$ cat config.mk
export PLATFORM = sky130hd
export DESIGN_NAME = loop_chunk_dispatcher_flat
export DESIGN_NICKNAME = d
export VERILOG_FILES = /design/src/rtl/lcd_pkg.sv /design/src/rtl/lcd_ifs.sv /design/src/rtl/loop_chunk_dispatcher.sv /design/src/rtl/lcd_alu.sv /design/src/flat_wrapper.sv
export SDC_FILE = /design/constraint.sdc
export NUM_CORES = 2
export LEC_CHECK = 0
export ABC_AREA = 1
export BUFFER_PORTS_ARGS = -buffer_cell sky130_fd_sc_hd__buf_2
export CAP_MARGIN = 5
export CORE_MARGIN = 3
export CORE_UTILIZATION = 35
export DETAILED_ROUTE_END_ITERATION = 12
export GPL_TIMING_DRIVEN = 0
export HOLD_SLACK_MARGIN = 0.12
export PLACE_DENSITY_LB_ADDON = 0.08
export SYNTH_ARGS = -nofsm -noshare
export SYNTH_HDL_FRONTEND = slang
export SYNTH_SLANG_ARGS = --single-unit
$ cat constraint.sdc
create_clock -name clk -period 7 [get_ports clk]
set_input_delay 1.05 -clock clk [delete_from_list [all_inputs] [get_ports clk]]
set_output_delay 1.05 -clock clk [all_outputs]
set_load 0.05 [all_outputs]
$ cat src/rtl/lcd_pkg.sv
// Shared constants and types for the loop chunk dispatcher.
package lcd_pkg;

	localparam int INDEX_BITS_DEF  = 32;
	localparam int MAX_THREADS_DEF = 256;

	// Configuration register indexes.
	localparam logic [2:0] REG_LOOP_BASE    = 3'd0;
	localparam logic [2:0] REG_LOOP_END     = 3'd1;
	localparam logic [2:0] REG_STEP         = 3'd2;
	localparam logic [2:0] REG_CHUNK_SIZE   = 3'd3;
	localparam logic [2:0] REG_THREAD_COUNT = 3'd4;
	localparam logic [2:0] REG_MODE         = 3'd5;

	// Schedule modes.
	localparam logic [1:0] MODE_BLOCK   = 2'd0;
	localparam logic [1:0] MODE_CYCLIC  = 2'd1;
	localparam logic [1:0] MODE_DYNAMIC = 2'd2;
	localparam logic [1:0] MODE_GUIDED  = 2'd3;

	localparam logic ACT_REQUEST = 1'b0;
	localparam logic ACT_RESTART = 1'b1;

	// Shared arithmetic unit operations.
	localparam logic OP_MUL = 1'b0;
	localparam logic OP_DIV = 1'b1;

	typedef struct packed {
		logic start;
		logic op;
	} alu_req_t;

endpackage

$ cat src/rtl/lcd_ifs.sv
// Handshake channel interfaces for requests, results and configuration.
interface lcd_req_if;
	logic        valid;
	logic        ready;
	logic        action;
	logic [7:0]  thread_id;
	logic [31:0] round;
	modport source (output valid, action, thread_id, round, input ready);
	modport sink (input valid, action, thread_id, round, output ready);
endinterface

interface lcd_rsp_if;
	logic        valid;
	logic        ready;
	logic        granted;
	logic [31:0] first_index;
	logic [31:0] last_index;
	modport source (output valid, granted, first_index, last_index, input ready);
	modport sink (input valid, granted, first_index, last_index, output ready);
endinterface

interface lcd_cfg_if;
	logic        valid;
	logic        ready;
	logic [2:0]  index;
	logic [31:0] data;
	modport source (output valid, index, data, input ready);
	modport sink (input valid, index, data, output ready);
endinterface

$ cat src/rtl/loop_chunk_dispatcher.sv
// Top level: configuration, request sequencer and result register of the dispatcher.
// Each pass goes through the shared shift-add/restoring unit. A restart makes three passes; a
// request makes one to four, but a cyclic, dynamic or guided request with no work answers in
// the cycle after the beat. One item at a time: the next beat is taken once the result beat
// has left. arst_n clears the control and configuration state (step, chunk and threads reset
// to 1); the data registers of the arithmetic unit are not reset.
module loop_chunk_dispatcher #(
	parameter int INDEX_BITS  = lcd_pkg::INDEX_BITS_DEF,
	parameter int MAX_THREADS = lcd_pkg::MAX_THREADS_DEF
) (
	input  logic    clk,
	input  logic    arst_n,
	lcd_req_if.sink   req,
	lcd_rsp_if.source rsp,
	lcd_cfg_if.sink   cfg
);

	localparam int W = INDEX_BITS;

	localparam logic [3:0] ST_IDLE = 4'd0;
	localparam logic [3:0] ST_R1   = 4'd1;
	localparam logic [3:0] ST_R2   = 4'd2;
	localparam logic [3:0] ST_R3   = 4'd3;
	localparam logic [3:0] ST_S0A  = 4'd4;
	localparam logic [3:0] ST_S0B  = 4'd5;
	localparam logic [3:0] ST_S3A  = 4'd6;
	localparam logic [3:0] ST_SLO  = 4'd7;
	localparam logic [3:0] ST_SHI  = 4'd8;

	logic [31:0] base_q, end_q;
	logic [15:0] step_q, csz_q;
	logic [8:0]  thr_q;
	logic [1:0]  mode_q;

	logic [3:0]   st_q;
	logic [W-1:0] next_q, total_q, span_q;
	logic [7:0]   me_q;
	logic [W-1:0] x_q, y_q, k_q, last_q, lo_q;
	logic         cyc_q;
	logic         go_q, opsel_q;
	logic [W-1:0] opa_q, opb_q;
	logic         ovalid_q, ogrant_q;
	logic [31:0]  ofirst_q, olast_q;

	lcd_pkg::alu_req_t alu_req;
	logic              alu_done;
	logic [W-1:0]      p;
	logic [15:0]       r;

	logic [15:0]  s_eff, c_eff;
	logic [8:0]   t_raw, t_eff;
	logic [W-1:0] base_w, end_w, s_w, c_w, t_w;
	logic [W-1:0] k_cyc, rem_w, share, delta, n_w, lo, hc, first_w;
	logic [W:0]   sh1;
	logic         me_lt_left, take;

	assign alu_req.start = go_q;
	assign alu_req.op    = opsel_q;

	lcd_alu #(.W(W)) u_alu (
		.clk   (clk),
		.arst_n(arst_n),
		.req   (alu_req),
		.a     (opa_q),
		.b     (opb_q),
		.done  (alu_done),
		.res   (p),
		.rem   (r)
	);

	always_comb begin
		s_eff      = (step_q == '0) ? 16'd1 : step_q;
		c_eff      = (csz_q == '0) ? 16'd1 : csz_q;
		t_raw      = (thr_q == '0) ? 9'd1 : thr_q;
		t_eff      = (int'(t_raw) > MAX_THREADS) ? 9'(MAX_THREADS) : t_raw;
		base_w     = W'(base_q);
		end_w      = W'(end_q);
		s_w        = W'(s_eff);
		c_w        = W'(c_eff);
		t_w        = W'(t_eff);
		k_cyc      = W'(req.thread_id) + W'(req.round);
		rem_w      = total_q - next_q;
		share      = p + W'(r != '0);
		sh1        = {1'b0, share} + (W + 1)'(1);
		delta      = sh1[W:1];
		me_lt_left = 16'(me_q) < r;
		n_w        = me_lt_left ? p + W'(1) : p;
		lo         = base_w + p;
		hc         = lo + span_q - s_w;
		first_w    = p + x_q;
		take       = req.valid && req.ready;
	end

	assign req.ready = (st_q == ST_IDLE) && !ovalid_q;
	assign cfg.ready = 1'b1;

	always_ff @(posedge clk or negedge arst_n) begin
		if (!arst_n) begin
			base_q <= '0;
			end_q  <= '0;
			step_q <= 16'd1;
			csz_q  <= 16'd1;
			thr_q  <= 9'd1;
			mode_q <= lcd_pkg::MODE_BLOCK;
		end else if (cfg.valid) begin
			case (cfg.index)
				lcd_pkg::REG_LOOP_BASE:    base_q <= cfg.data;
				lcd_pkg::REG_LOOP_END:     end_q  <= cfg.data;
				lcd_pkg::REG_STEP:         step_q <= cfg.data[15:0];
				lcd_pkg::REG_CHUNK_SIZE:   csz_q  <= cfg.data[15:0];
				lcd_pkg::REG_THREAD_COUNT: thr_q  <= cfg.data[8:0];
				lcd_pkg::REG_MODE:         mode_q <= cfg.data[1:0];
				default: ;
			endcase
		end
	end

	always_ff @(posedge clk or negedge arst_n) begin
		if (!arst_n) begin
			st_q     <= ST_IDLE;
			next_q   <= '0;
			total_q  <= '0;
			span_q   <= '0;
			go_q     <= 1'b0;
			ovalid_q <= 1'b0;
			me_q     <= '0;
			x_q      <= '0;
			y_q      <= '0;
			k_q      <= '0;
			last_q   <= '0;
			lo_q     <= '0;
			cyc_q    <= 1'b0;
			opsel_q  <= lcd_pkg::OP_MUL;
			opa_q    <= '0;
			opb_q    <= '0;
			ogrant_q <= 1'b0;
			ofirst_q <= '0;
			olast_q  <= '0;
		end else begin
			go_q <= 1'b0;
			if (ovalid_q && rsp.ready) ovalid_q <= 1'b0;
			case (st_q)
				ST_IDLE: begin
					if (take) begin
						me_q  <= req.thread_id;
						cyc_q <= 1'b0;
						if (req.action == lcd_pkg::ACT_RESTART) begin
							go_q <= 1'b1; opsel_q <= lcd_pkg::OP_DIV;
							opa_q <= end_w - base_w; opb_q <= s_w;
							st_q <= ST_R1;
						end else begin
							case (mode_q)
								lcd_pkg::MODE_BLOCK: begin
									go_q <= 1'b1; opsel_q <= lcd_pkg::OP_DIV;
									opa_q <= total_q; opb_q <= t_w;
									st_q <= ST_S0A;
								end
								lcd_pkg::MODE_CYCLIC: begin
									if (k_cyc >= total_q) begin
										ovalid_q <= 1'b1; ogrant_q <= 1'b0;
										ofirst_q <= '0; olast_q <= '0;
									end else begin
										k_q <= k_cyc; last_q <= k_cyc; cyc_q <= 1'b1;
										go_q <= 1'b1; opsel_q <= lcd_pkg::OP_MUL;
										opa_q <= k_cyc; opb_q <= span_q;
										st_q <= ST_SLO;
									end
								end
								lcd_pkg::MODE_DYNAMIC: begin
									if (next_q == total_q) begin
										ovalid_q <= 1'b1; ogrant_q <= 1'b0;
										ofirst_q <= '0; olast_q <= '0;
									end else begin
										k_q <= next_q; last_q <= next_q;
										next_q <= next_q + W'(1);
										go_q <= 1'b1; opsel_q <= lcd_pkg::OP_MUL;
										opa_q <= next_q; opb_q <= span_q;
										st_q <= ST_SLO;
									end
								end
								default: begin
									if (rem_w == '0) begin
										ovalid_q <= 1'b1; ogrant_q <= 1'b0;
										ofirst_q <= '0; olast_q <= '0;
									end else begin
										go_q <= 1'b1; opsel_q <= lcd_pkg::OP_DIV;
										opa_q <= rem_w; opb_q <= t_w;
										st_q <= ST_S3A;
									end
								end
							endcase
						end
					end
				end
				ST_R1: begin
					if (alu_done) begin
						go_q <= 1'b1; opsel_q <= lcd_pkg::OP_DIV;
						opa_q <= p + W'(1); opb_q <= c_w;
						st_q <= ST_R2;
					end
				end
				ST_R2: begin
					if (alu_done) begin
						total_q <= p + W'(r != '0);
						go_q <= 1'b1; opsel_q <= lcd_pkg::OP_MUL;
						opa_q <= c_w; opb_q <= s_w;
						st_q <= ST_R3;
					end
				end
				ST_R3: begin
					if (alu_done) begin
						span_q <= p;
						next_q <= '0;
						ovalid_q <= 1'b1; ogrant_q <= 1'b0;
						ofirst_q <= '0; olast_q <= '0;
						st_q <= ST_IDLE;
					end
				end
				ST_S0A: begin
					if (alu_done) begin
						if ((16'(me_q) >= 16'(t_eff)) || (n_w == '0)) begin
							ovalid_q <= 1'b1; ogrant_q <= 1'b0;
							ofirst_q <= '0; olast_q <= '0;
							st_q <= ST_IDLE;
						end else begin
							x_q <= me_lt_left ? '0 : W'(r);
							y_q <= n_w;
							go_q <= 1'b1; opsel_q <= lcd_pkg::OP_MUL;
							opa_q <= W'(me_q); opb_q <= n_w;
							st_q <= ST_S0B;
						end
					end
				end
				ST_S0B: begin
					if (alu_done) begin
						k_q <= first_w;
						last_q <= first_w + y_q - W'(1);
						go_q <= 1'b1; opsel_q <= lcd_pkg::OP_MUL;
						opa_q <= first_w; opb_q <= span_q;
						st_q <= ST_SLO;
					end
				end
				ST_S3A: begin
					if (alu_done) begin
						k_q <= next_q;
						last_q <= next_q + delta - W'(1);
						next_q <= next_q + delta;
						go_q <= 1'b1; opsel_q <= lcd_pkg::OP_MUL;
						opa_q <= next_q; opb_q <= span_q;
						st_q <= ST_SLO;
					end
				end
				ST_SLO: begin
					if (alu_done) begin
						if (cyc_q) begin
							ovalid_q <= 1'b1; ogrant_q <= 1'b1;
							ofirst_q <= 32'(lo);
							olast_q <= 32'((end_w < hc) ? end_w : hc);
							st_q <= ST_IDLE;
						end else if (last_q == total_q - W'(1)) begin
							ovalid_q <= 1'b1; ogrant_q <= 1'b1;
							ofirst_q <= 32'(lo); olast_q <= 32'(end_w);
							st_q <= ST_IDLE;
						end else if (last_q == k_q) begin
							ovalid_q <= 1'b1; ogrant_q <= 1'b1;
							ofirst_q <= 32'(lo); olast_q <= 32'(lo + span_q - W'(1));
							st_q <= ST_IDLE;
						end else begin
							// Multi-chunk range: a second product gives the end of the last chunk.
							lo_q <= lo;
							go_q <= 1'b1; opsel_q <= lcd_pkg::OP_MUL;
							opa_q <= last_q + W'(1); opb_q <= span_q;
							st_q <= ST_SHI;
						end
					end
				end
				ST_SHI: begin
					if (alu_done) begin
						ovalid_q <= 1'b1; ogrant_q <= 1'b1;
						ofirst_q <= 32'(lo_q); olast_q <= 32'(lo - W'(1));
						st_q <= ST_IDLE;
					end
				end
				default: st_q <= ST_IDLE;
			endcase
		end
	end

	assign rsp.valid       = ovalid_q;
	assign rsp.granted     = ogrant_q;
	assign rsp.first_index = ofirst_q;
	assign rsp.last_index  = olast_q;

`ifndef SYNTHESIS
	a_rsp_hold: assert property (@(posedge clk) disable iff (!arst_n)
		rsp.valid && !rsp.ready |=> rsp.valid &&
			$stable({rsp.granted, rsp.first_index, rsp.last_index}))
		else $error("result beat changed while waiting");
	a_busy_not_ready: assert property (@(posedge clk) disable iff (!arst_n)
		(st_q != ST_IDLE) |-> !req.ready) else $error("request taken while busy");
	a_no_grant_zero: assert property (@(posedge clk) disable iff (!arst_n)
		rsp.valid && !rsp.granted |-> (rsp.first_index == '0) && (rsp.last_index == '0))
		else $error("refused beat carries a range");
`endif

endmodule

$ cat src/rtl/lcd_alu.sv
// Shared iterative unit: shift-add multiply modulo 2^W or restoring divide by 16 bits.
module lcd_alu #(
	parameter int W = lcd_pkg::INDEX_BITS_DEF
) (
	input  logic              clk,
	input  logic              arst_n,
	input  lcd_pkg::alu_req_t req,
	input  logic [W-1:0]      a,
	input  logic [W-1:0]      b,
	output logic              done,
	output logic [W-1:0]      res,
	output logic [15:0]       rem
);

	localparam int CW = $clog2(W);

	logic          busy_q;
	logic          done_q;
	logic          op_q;
	logic [CW-1:0] cnt_q;
	logic [W-1:0]  acc_q;
	logic [W-1:0]  aq_q;
	logic [W-1:0]  bq_q;
	logic [15:0]   rem_q;
	logic [15:0]   div_q;
	logic [16:0]   trial;

	// Bring down the next dividend bit and try to subtract the divisor.
	assign trial = {rem_q, acc_q[W-1]} - {1'b0, div_q};

	always_ff @(posedge clk or negedge arst_n) begin
		if (!arst_n) begin
			busy_q <= 1'b0;
			done_q <= 1'b0;
			cnt_q  <= '0;
		end else begin
			done_q <= 1'b0;
			if (req.start && !busy_q) begin
				busy_q <= 1'b1;
				cnt_q  <= '0;
			end else if (busy_q) begin
				cnt_q <= cnt_q + CW'(1);
				if (cnt_q == CW'(W - 1)) begin
					busy_q <= 1'b0;
					done_q <= 1'b1;
				end
			end
		end
	end

	always_ff @(posedge clk) begin
		if (req.start && !busy_q) begin
			op_q  <= req.op;
			acc_q <= (req.op == lcd_pkg::OP_DIV) ? a : '0;
			aq_q  <= a;
			bq_q  <= b;
			rem_q <= '0;
			div_q <= b[15:0];
		end else if (busy_q) begin
			if (op_q == lcd_pkg::OP_MUL) begin
				if (bq_q[0]) acc_q <= acc_q + aq_q;
				aq_q <= {aq_q[W-2:0], 1'b0};
				bq_q <= {1'b0, bq_q[W-1:1]};
			end else begin
				if (!trial[16]) begin
					rem_q <= trial[15:0];
				end else begin
					rem_q <= {rem_q[14:0], acc_q[W-1]};
				end
				acc_q <= {acc_q[W-2:0], ~trial[16]};
			end
		end
	end

	assign done = done_q;
	assign res  = acc_q;
	assign rem  = rem_q;

`ifndef SYNTHESIS
	a_start_idle: assert property (@(posedge clk) disable iff (!arst_n)
		req.start |-> !busy_q) else $error("alu started while busy");
	a_done_idle: assert property (@(posedge clk) disable iff (!arst_n)
		done_q |-> !busy_q) else $error("alu done while still busy");
	a_busy_start: assert property (@(posedge clk) disable iff (!arst_n)
		$rose(busy_q) |-> $past(req.start)) else $error("alu busy without start");
`endif

endmodule

$ cat src/flat_wrapper.sv
// flat-port wrapper written by rule: the top's interface ports become plain ports
module loop_chunk_dispatcher_flat 
#(
	parameter int INDEX_BITS  = lcd_pkg::INDEX_BITS_DEF,
	parameter int MAX_THREADS = lcd_pkg::MAX_THREADS_DEF
)
  (clk, arst_n, req_valid, req_action, req_thread_id, req_round, req_ready, rsp_valid, rsp_granted, rsp_first_index, rsp_last_index, rsp_ready, cfg_valid, cfg_index, cfg_data, cfg_ready);
  lcd_req_if req_i ();
  lcd_rsp_if rsp_i ();
  lcd_cfg_if cfg_i ();
  input  logic clk;
  input  logic arst_n;
  input wire logic [$bits(req_i.valid)-1:0] req_valid;
  input wire logic [$bits(req_i.action)-1:0] req_action;
  input wire logic [$bits(req_i.thread_id)-1:0] req_thread_id;
  input wire logic [$bits(req_i.round)-1:0] req_round;
  output wire logic [$bits(req_i.ready)-1:0] req_ready;
  output wire logic [$bits(rsp_i.valid)-1:0] rsp_valid;
  output wire logic [$bits(rsp_i.granted)-1:0] rsp_granted;
  output wire logic [$bits(rsp_i.first_index)-1:0] rsp_first_index;
  output wire logic [$bits(rsp_i.last_index)-1:0] rsp_last_index;
  input wire logic [$bits(rsp_i.ready)-1:0] rsp_ready;
  input wire logic [$bits(cfg_i.valid)-1:0] cfg_valid;
  input wire logic [$bits(cfg_i.index)-1:0] cfg_index;
  input wire logic [$bits(cfg_i.data)-1:0] cfg_data;
  output wire logic [$bits(cfg_i.ready)-1:0] cfg_ready;
  assign req_i.valid = req_valid;
  assign req_i.action = req_action;
  assign req_i.thread_id = req_thread_id;
  assign req_i.round = req_round;
  assign req_ready = req_i.ready;
  assign rsp_valid = rsp_i.valid;
  assign rsp_granted = rsp_i.granted;
  assign rsp_first_index = rsp_i.first_index;
  assign rsp_last_index = rsp_i.last_index;
  assign rsp_i.ready = rsp_ready;
  assign cfg_i.valid = cfg_valid;
  assign cfg_i.index = cfg_index;
  assign cfg_i.data = cfg_data;
  assign cfg_ready = cfg_i.ready;
  loop_chunk_dispatcher #(.INDEX_BITS(INDEX_BITS), .MAX_THREADS(MAX_THREADS)) u_core (.clk(clk), .arst_n(arst_n), .req(req_i), .rsp(rsp_i), .cfg(cfg_i));
endmodule
Yosys cells after proc, flatten, opt, wreduce, memory -nomap -nowiden
Cells that the tools add are included.
Widths: inputs -> output; s select.
{ "word_totals": {"inputBits": 81, "reg_bits": 644, "out_inout_bits": 68, "wordCells": 335} }
{ "op_classes": {"n_eq_ne": 51, "magnitude_cmp": 5, "add_sub_neg": 22, "bitwise_logic": 5, "muxes": 169, "n_reduce_logical": 49} }
{ "op_table": {"columns": ["op", "n"], "rows": [
  ["$mux 32", 68],
  ["$pmux 32 s3", 6],
  ["$pmux 32 s5", 2],
  ["$pmux 32 s7", 1],
  ["$add 32x32->32", 6],
  ["$pmux 32 s6", 1],
  ["$sub 32x1->32 const B", 5],
  ["$add 32x1->32 const B", 3],
  ["$eq 32x32->1", 3],
  ["$logic_not 32->1", 2],
  ["$mux 16", 4],
  ["$pmux 32 s2", 1],
  ["$sub 32x32->32", 2],
  ["$mux 1", 57],
  ["$mux 4", 14],
  ["$add 32x1->33 const B", 1],
  ["$add 32x1->32", 1],
  ["$add 8x32->32", 1],
  ["$ge 32x32->1", 1],
  ["$logic_not 16->1", 2],
  ["$lt 32x32->1", 1],
  ["$ne 2x2->1 const B", 16],
  ["$sub 32x16->32", 1],
  ["$pmux 4 s7", 1],
  ["53 further kinds", 101]
]} }

Longest topological paths before layout
{ "logic_depth": {"word_depth": 9, "ltp_mapped": 50, "ltp_nobuf": 49} }

Hierarchy
From an unflattened synthesis, not the netlist that was laid out.
{ "hier_totals": {"hier_cells": 9733, "hier_area_um2": 60580.6} }
{ "modules_own_cells": {"columns": ["module", "cells_per_inst", "seq_area_each_um2", "area_per_inst_um2", "n_inst"], "rows": [
  ["loop_chunk_dispatcher", 8413, 12315.6, 51134.0, 1],
  ["lcd_alu", 1320, 3888.7, 9446.6, 1]
]} }

Least setup slack after synthesis
No wires, ideal clock.
{ "synth_path": {"path_type": "register to register", "startpoint": "register u_core.u_alu.acc_q[0] (netlist: u_core.u_alu.res[0])", "endpoint": "register u_core.olast_q[7] (netlist: u_core.rsp.last_index[7])", "synth_period_minus_slack_ns": 6.247, "arrival_ns": 6.125, "path_stages_with_launch": 45, "path_buffers": 2, "setup_time_ns": 0.122, "slack_ns": 0.753, "required_ns": 6.878, "path_cell_list": "edfxtp_1 ha_1 fa_1 nand3_1 nand2_1 nand3_1 nand2_1 xnor2_1 inv_1 ha_1 nand2_1 inv_1 a21oi_1 nand2_1 nand2_1 nand2_1 nand2_1 nand2_1 (+9 left out) nand2_1 nand2_1 ha_1 nand2_1 nor2_1 nand4_1 nor4_1 nand2_1 nand2_1 clkbuf_1 clkbuf_1 nand2_1 o21ai_0 a21oi_1 nand2_1 nand2_1 nand2_1 nand2_1"} }
{ "synth_via": {"elab_chain_cells": 8, "elab_cells_between_ends": 19, "classes_between": "add/sub: 6; order compare: 1; eq/ne: 1; mux: 8; reduce/logical: 3"} }
{ "synth_rtl": {"columns": ["element", "line_no", "source"], "rows": [
  ["start, declared", "lcd_alu.sv:21", "logic [W-1:0] acc_q;"],
  ["start signal, assigned", "lcd_alu.sv:54", "acc_q <= (req.op == lcd_pkg::OP_DIV) ? a : '0;"],
  ["start signal, assigned", "lcd_alu.sv:61", "if (bq_q[0]) acc_q <= acc_q + aq_q;"],
  ["start signal, assigned", "lcd_alu.sv:70", "acc_q <= {acc_q[W-2:0], ~trial[16]};"],
  ["$add 32x32->32 *", "loop_chunk_dispatcher.sv:88", "lo = base_w + p;"],
  ["named net u_core.lo[6]", "loop_chunk_dispatcher.sv:53", "logic [W-1:0] k_cyc, rem_w, share, delta, n_w, lo, hc, first_w;"],
  ["$add 32x32->32", "loop_chunk_dispatcher.sv:89, loop_chunk_dispatcher.sv:266", null],
  ["$sub 32x16->32 or $sub 32x1->32 (tied branches)", "loop_chunk_dispatcher.sv:89, loop_chunk_dispatcher.sv:266", null],
  ["$lt 32x32->1 or $mux 32 (tied branches)", "loop_chunk_dispatcher.sv:258, loop_chunk_dispatcher.sv:264", null],
  ["$mux 32, on equally long branches", "loop_chunk_dispatcher.sv:258, loop_chunk_dispatcher.sv:260", null],
  ["$mux 32", "loop_chunk_dispatcher.sv:255", "if (cyc_q) begin"],
  ["$mux 32", "loop_chunk_dispatcher.sv:254", "if (alu_done) begin"],
  ["$pmux 32 s5 *", "loop_chunk_dispatcher.sv:142", "case (st_q)"],
  ["end signal, assigned", "loop_chunk_dispatcher.sv:258", "olast_q <= 32'((end_w < hc) ? end_w : hc);"],
  ["end signal, assigned", "loop_chunk_dispatcher.sv:262", "ofirst_q <= 32'(lo); olast_q <= 32'(end_w);"],
  ["end signal, assigned", "loop_chunk_dispatcher.sv:266", "ofirst_q <= 32'(lo); olast_q <= 32'(lo + span_q - W'(1));"],
  ["end, declared", "loop_chunk_dispatcher.sv:43", "logic [31:0] ofirst_q, olast_q;"]
]} }
The timed path passes the listed nets; every way through them passes the cells marked *. The select of a mux whose other input is x is not followed.
A chain may end at the register's enable or synchronous reset.

Worst setup path after layout
{ "layout_path": {"startpoint": "register u_core.u_alu.rem_q[9] (netlist: u_core.u_alu.rem[9])", "endpoint": "register u_core.last_q[17]"} }
{ "layout_via": {"elab_chain_cells": 7} }
{ "layout_rtl": {"columns": ["element", "line_no", "source"], "rows": [
  ["start, declared", "lcd_alu.sv:24", "logic [15:0] rem_q;"],
  ["start signal, assigned", "lcd_alu.sv:66", "rem_q <= trial[15:0];"],
  ["start signal, assigned", "lcd_alu.sv:68", "rem_q <= {rem_q[14:0], acc_q[W-1]};"],
  ["$reduce_bool 16->1", "loop_chunk_dispatcher.sv:83", "share = p + W'(r != '0);"],
  ["$add 32x1->32", "loop_chunk_dispatcher.sv:83", null],
  ["$add 32x1->33", "loop_chunk_dispatcher.sv:84", "sh1 = {1'b0, share} + (W + 1)'(1);"],
  ["$add 32x32->32", "loop_chunk_dispatcher.sv:246", "last_q <= next_q + delta - W'(1);"],
  ["$sub 32x1->32", "loop_chunk_dispatcher.sv:246", null],
  ["$mux 32", "loop_chunk_dispatcher.sv:244", "if (alu_done) begin"],
  ["$pmux 32 s3", "loop_chunk_dispatcher.sv:142", null],
  ["end signal, assigned", "loop_chunk_dispatcher.sv:174", "k_q <= next_q; last_q <= next_q;"],
  ["end signal, assigned", "loop_chunk_dispatcher.sv:237", "last_q <= first_w + y_q - W'(1);"],
  ["end signal, assigned", "loop_chunk_dispatcher.sv:246", null],
  ["end, declared", "loop_chunk_dispatcher.sv:38", "logic [W-1:0] x_q, y_q, k_q, last_q, lo_q;"]
]} }
No other way between the ends. The select of a mux whose other input is x is not followed.

==> results.md <==
- Result of the run: complete, but fails checks
- Violated checks: max-capacitance violations, max-slew violations
- Clock Path Buffers: 3
- I/O Buffers: 147
- Max layer used: met5
- Placed Cells: 11739
- DR pass1 iterations: 9
- Crit Path Max Fanout: 10
- Clk root buf: clkbuf_16
- Clock skew: 0.0690 ns
- CTS Buf Count: 83
- Drt wl/cell: 29.5 microns
- Detailed Place HPWL: 296000 microns
- Post-route insts no fill: 12039
- Post-synthesis register bit count: 628
- Mapped Area: 59400 sq um
- Yosys top cell by area: dfrtp_1
- Startpoint Class: register
- Crit Reg-Reg Startpoint: u_core.u_alu.rem[9]
- Initial antenna violation count: 31
- Final min period: 6.86 ns
- Synthesized area per cell: 6.33 sq um
- Cell row count: 150
- Nets: 10244
- First-pass GRT wire length: 484000 microns
- Worst Max-Slew Pin Slew: 1.57 ns
- Area share of the leading cell type in the synthesized netlist: 20.9%
- Asr flop ratio synth: 79.5%
- Vias in the first global route: 63127
- Hold Buf Count CTS: 0
- YS warnings: 0
- Final Slew Violations: 28
- Remaining DRCs: 0
- Clock Pin Slew Worst Setup and Hold Paths: 0.06 ns
- CTS tree: built
- Routability cong.: 1.09
- Met1 wire length: 153000 microns
- Clk Latency, worst-skew pair: 0.78 ns
- Layout cells sized above 1: 10.7%
- Critical path capture point type: register
- WS Path Type: reg -> reg
- Cell with the most instances after synthesis: nand2_1
- Area grow syn2layout: 17.9%
- R2R depth: 31
- Critical-path top delay cell: a21boi_0
- Worst endpoint data arrival time: 7.45 ns
- H-tree depth: 3
- Worst relative slew slack: -4.61%
- Core Region: 168000 sq um
- Io pins: 149
- Die ar.: 175000 sq um
- Met2 wire length: 147000 microns
- Hold Violations, Final: 0
- Most Frequent Cell on Critical Path: nand2_1
- Crit path required time: 7.59 ns
- Post-synth top cells: 2963 x nand2_1, 1211 x inv_1, 792 x nor2_1
- Fmax: 146 MHz
- Worst setup startpoint: u_core.u_alu.rem[9]
- Tot GR Track Use: 39.2%
- Initial Utilization: 35.4%
- Post-Syn Instances: 9378
- EDFF count, synth: 113
- Largest cells by area after synthesis: dfrtp_1 21%, nand2_1 19%, ha_1 8.4%
- Initial DRC Count: 8220
- Die Span Y: 418 microns
- Netlist cell types: 74
- End point of the critical path: u_core.last_q[17]
- FF-to-FF setup slack: 0.14 ns
- Syn_nets: 9869
- Largest net degree at the start of global routing: 117
- Maxcap violations: 4
- Final worst path period share: 98.0%
- Overflow after GRT: 0
- Critical path's largest stage delay: 0.47 ns
- Post-synthesis sequential area ratio: 27.3%
- Setup violators final: 0
- Antenna Nets Post-Route: 0
- Vias post-DR: 69569
- Clk sinks: 628
- Via density: 5.78
- DRT Wirelength: 355000 microns
- Top FF cell, synth: dfrtp_1
- Class of the worst hold path: in -> async
- Metal3 WL: 35900 microns
- # fillers: 18538
- Die W: 418 microns
- Reg2Reg Capture Point: u_core.last_q[17]
==> layer usage <==
metal  vias to the layer above  global-route usage, %
met5                         -                      0
met4                        16                   18.3
met1                     33862                   53.8
met3                       708                   9.77
li1                      31467                      -
met2                      3516                   57.4
==> critical path, delay by kind of cell (launching register included) <==
| kind | cells | cell delay, ns |
|---|---|---|
| adders and majority gates | 3 | 0.78 |
| xor gates and xnor gates | 2 | 0.60 |
| AOI/OAI and AO/OA | 6 | 1.50 |
| DFF | 1 | 0.34 |
| and+or+nand+nor | 16 | 2.88 |
| buffers and inverters | 4 | 0.59 |
==> per-stage QoR <==
stage	utilization, %	TNS, ns	setup slack [ns]	cell area (sq um)	hold WS [ns]
6_report	41.7	0	0.137	70000	0.215
2_1_floorplan	-	0	0.753	59400	0.440
3_3_place_gp	37.5	-3347.04	-6.38	62800	0.456
4_1_cts	40.5	0	0.00272	67900	0.223
5_1_grt	41.7	-1.01	-0.0694	70000	0.248
3_5_place_dp	37.6	-141.04	-2.99	63100	0.457
==> layout by cell type, fill, tap and decap left out, types with 56 or more instances in the layout <==
| cell | netlist | final |
|---|---|---|
| dfrtp_1 | 496 | 485 |
| xor2_1 | 213 | 183 |
| nand2_1 | 2963 | 2818 |
| nor3_1 | 134 | 130 |
| nand4_1 | 122 | 122 |
| nand2_2 | 12 | 116 |
| ha_1 | 399 | 336 |
| inv_1 | 1211 | 1192 |
| edfxtp_1 | 113 | 113 |
| buf_2 | 32 | 179 |
| nor2_2 | 22 | 64 |
| clkbuf_16 | 0 | 86 |
| o21ai_0 | 743 | 709 |
| o211ai_1 | 56 | 56 |
| clkbuf_1 | 216 | 223 |
| a21oi_1 | 522 | 475 |
| o22ai_1 | 91 | 91 |
| buf_4 | 3 | 105 |
| nand3_1 | 625 | 595 |
| xnor2_1 | 91 | 84 |
| nor2_1 | 792 | 729 |
==> cells by family after synthesis <==
group | Yosys count | share of synthesized area, %
AOI/OAI and AO/OA | 1716 | 16.2
xor gates and xnor gates | 306 | 4.55
adders and majority gates | 410 | 8.78
buffers and inverters | 1514 | 9.76
DFF | 628 | 27.3
muxes | 1 | 0.0190
other | 1 | 0.00632
and+or+nand+nor | 4802 | 33.4
==> cell type report <==
cell class	instances	area (sq um)	area share (%)
Antenna cell	11	27.5	0.0393
Multi-Input combinational cell	7236	39900	57.0
Tap cell	2204	2760	3.94
Buffer	279	1230	1.75
Clock inverter	33	414	0.592
Sequential cell	628	16200	23.2
Inverter	1235	4650	6.65
Timing Repair Buffer	290	2280	3.26
Clock buffer	123	2510	3.59
==> flip-flops by register name, indices dropped and copies added (netlist names), 32 cells and up <==
register and count:
u_core.u_alu.res 32, u_core.opa_q 32, u_core.opb_q 32, u_core.end_q 32, u_core.base_q 32, u_core.last_q 32, u_core.y_q 32, u_core.total_q 32
u_core.k_q 32, u_core.rsp.first_index 32, u_core.u_alu.aq_q 32, u_core.lo_q 32, u_core.rsp.last_index 32, u_core.u_alu.bq_q 32, u_core.next_q 32, u_core.span_q 32
==> worst min path at each step <==
stage | cells past startpoint | slack [ns] | from | end
after global routing | 1 | 0.25 | arst_n | u_core.x_q[8]
after detailed placement | 2 | 0.46 | u_core.x_q[13] | u_core.x_q[13]
final | 1 | 0.21 | arst_n | u_core.x_q[8]
after global placement | 2 | 0.46 | u_core.opa_q[29] | u_core.opa_q[29]
after floorplan | 2 | 0.44 | u_core.x_q[10] | u_core.x_q[10]
after CTS | 1 | 0.22 | arst_n | u_core.x_q[8]
==> repair_timing <==
| item | CTS | global route |
|---|---|---|
| endpoints found under the setup margin | 61 | 102 |
| cloned | 0 | 0 |
| pin swaps | 25 | 112 |
| gates resized for setup | 256 | 397 |
| buffers inserted | 68 | 62 |
Power is not shown: default switching activity piles up to over one toggle a cycle in this logic, so the estimate is an artifact.
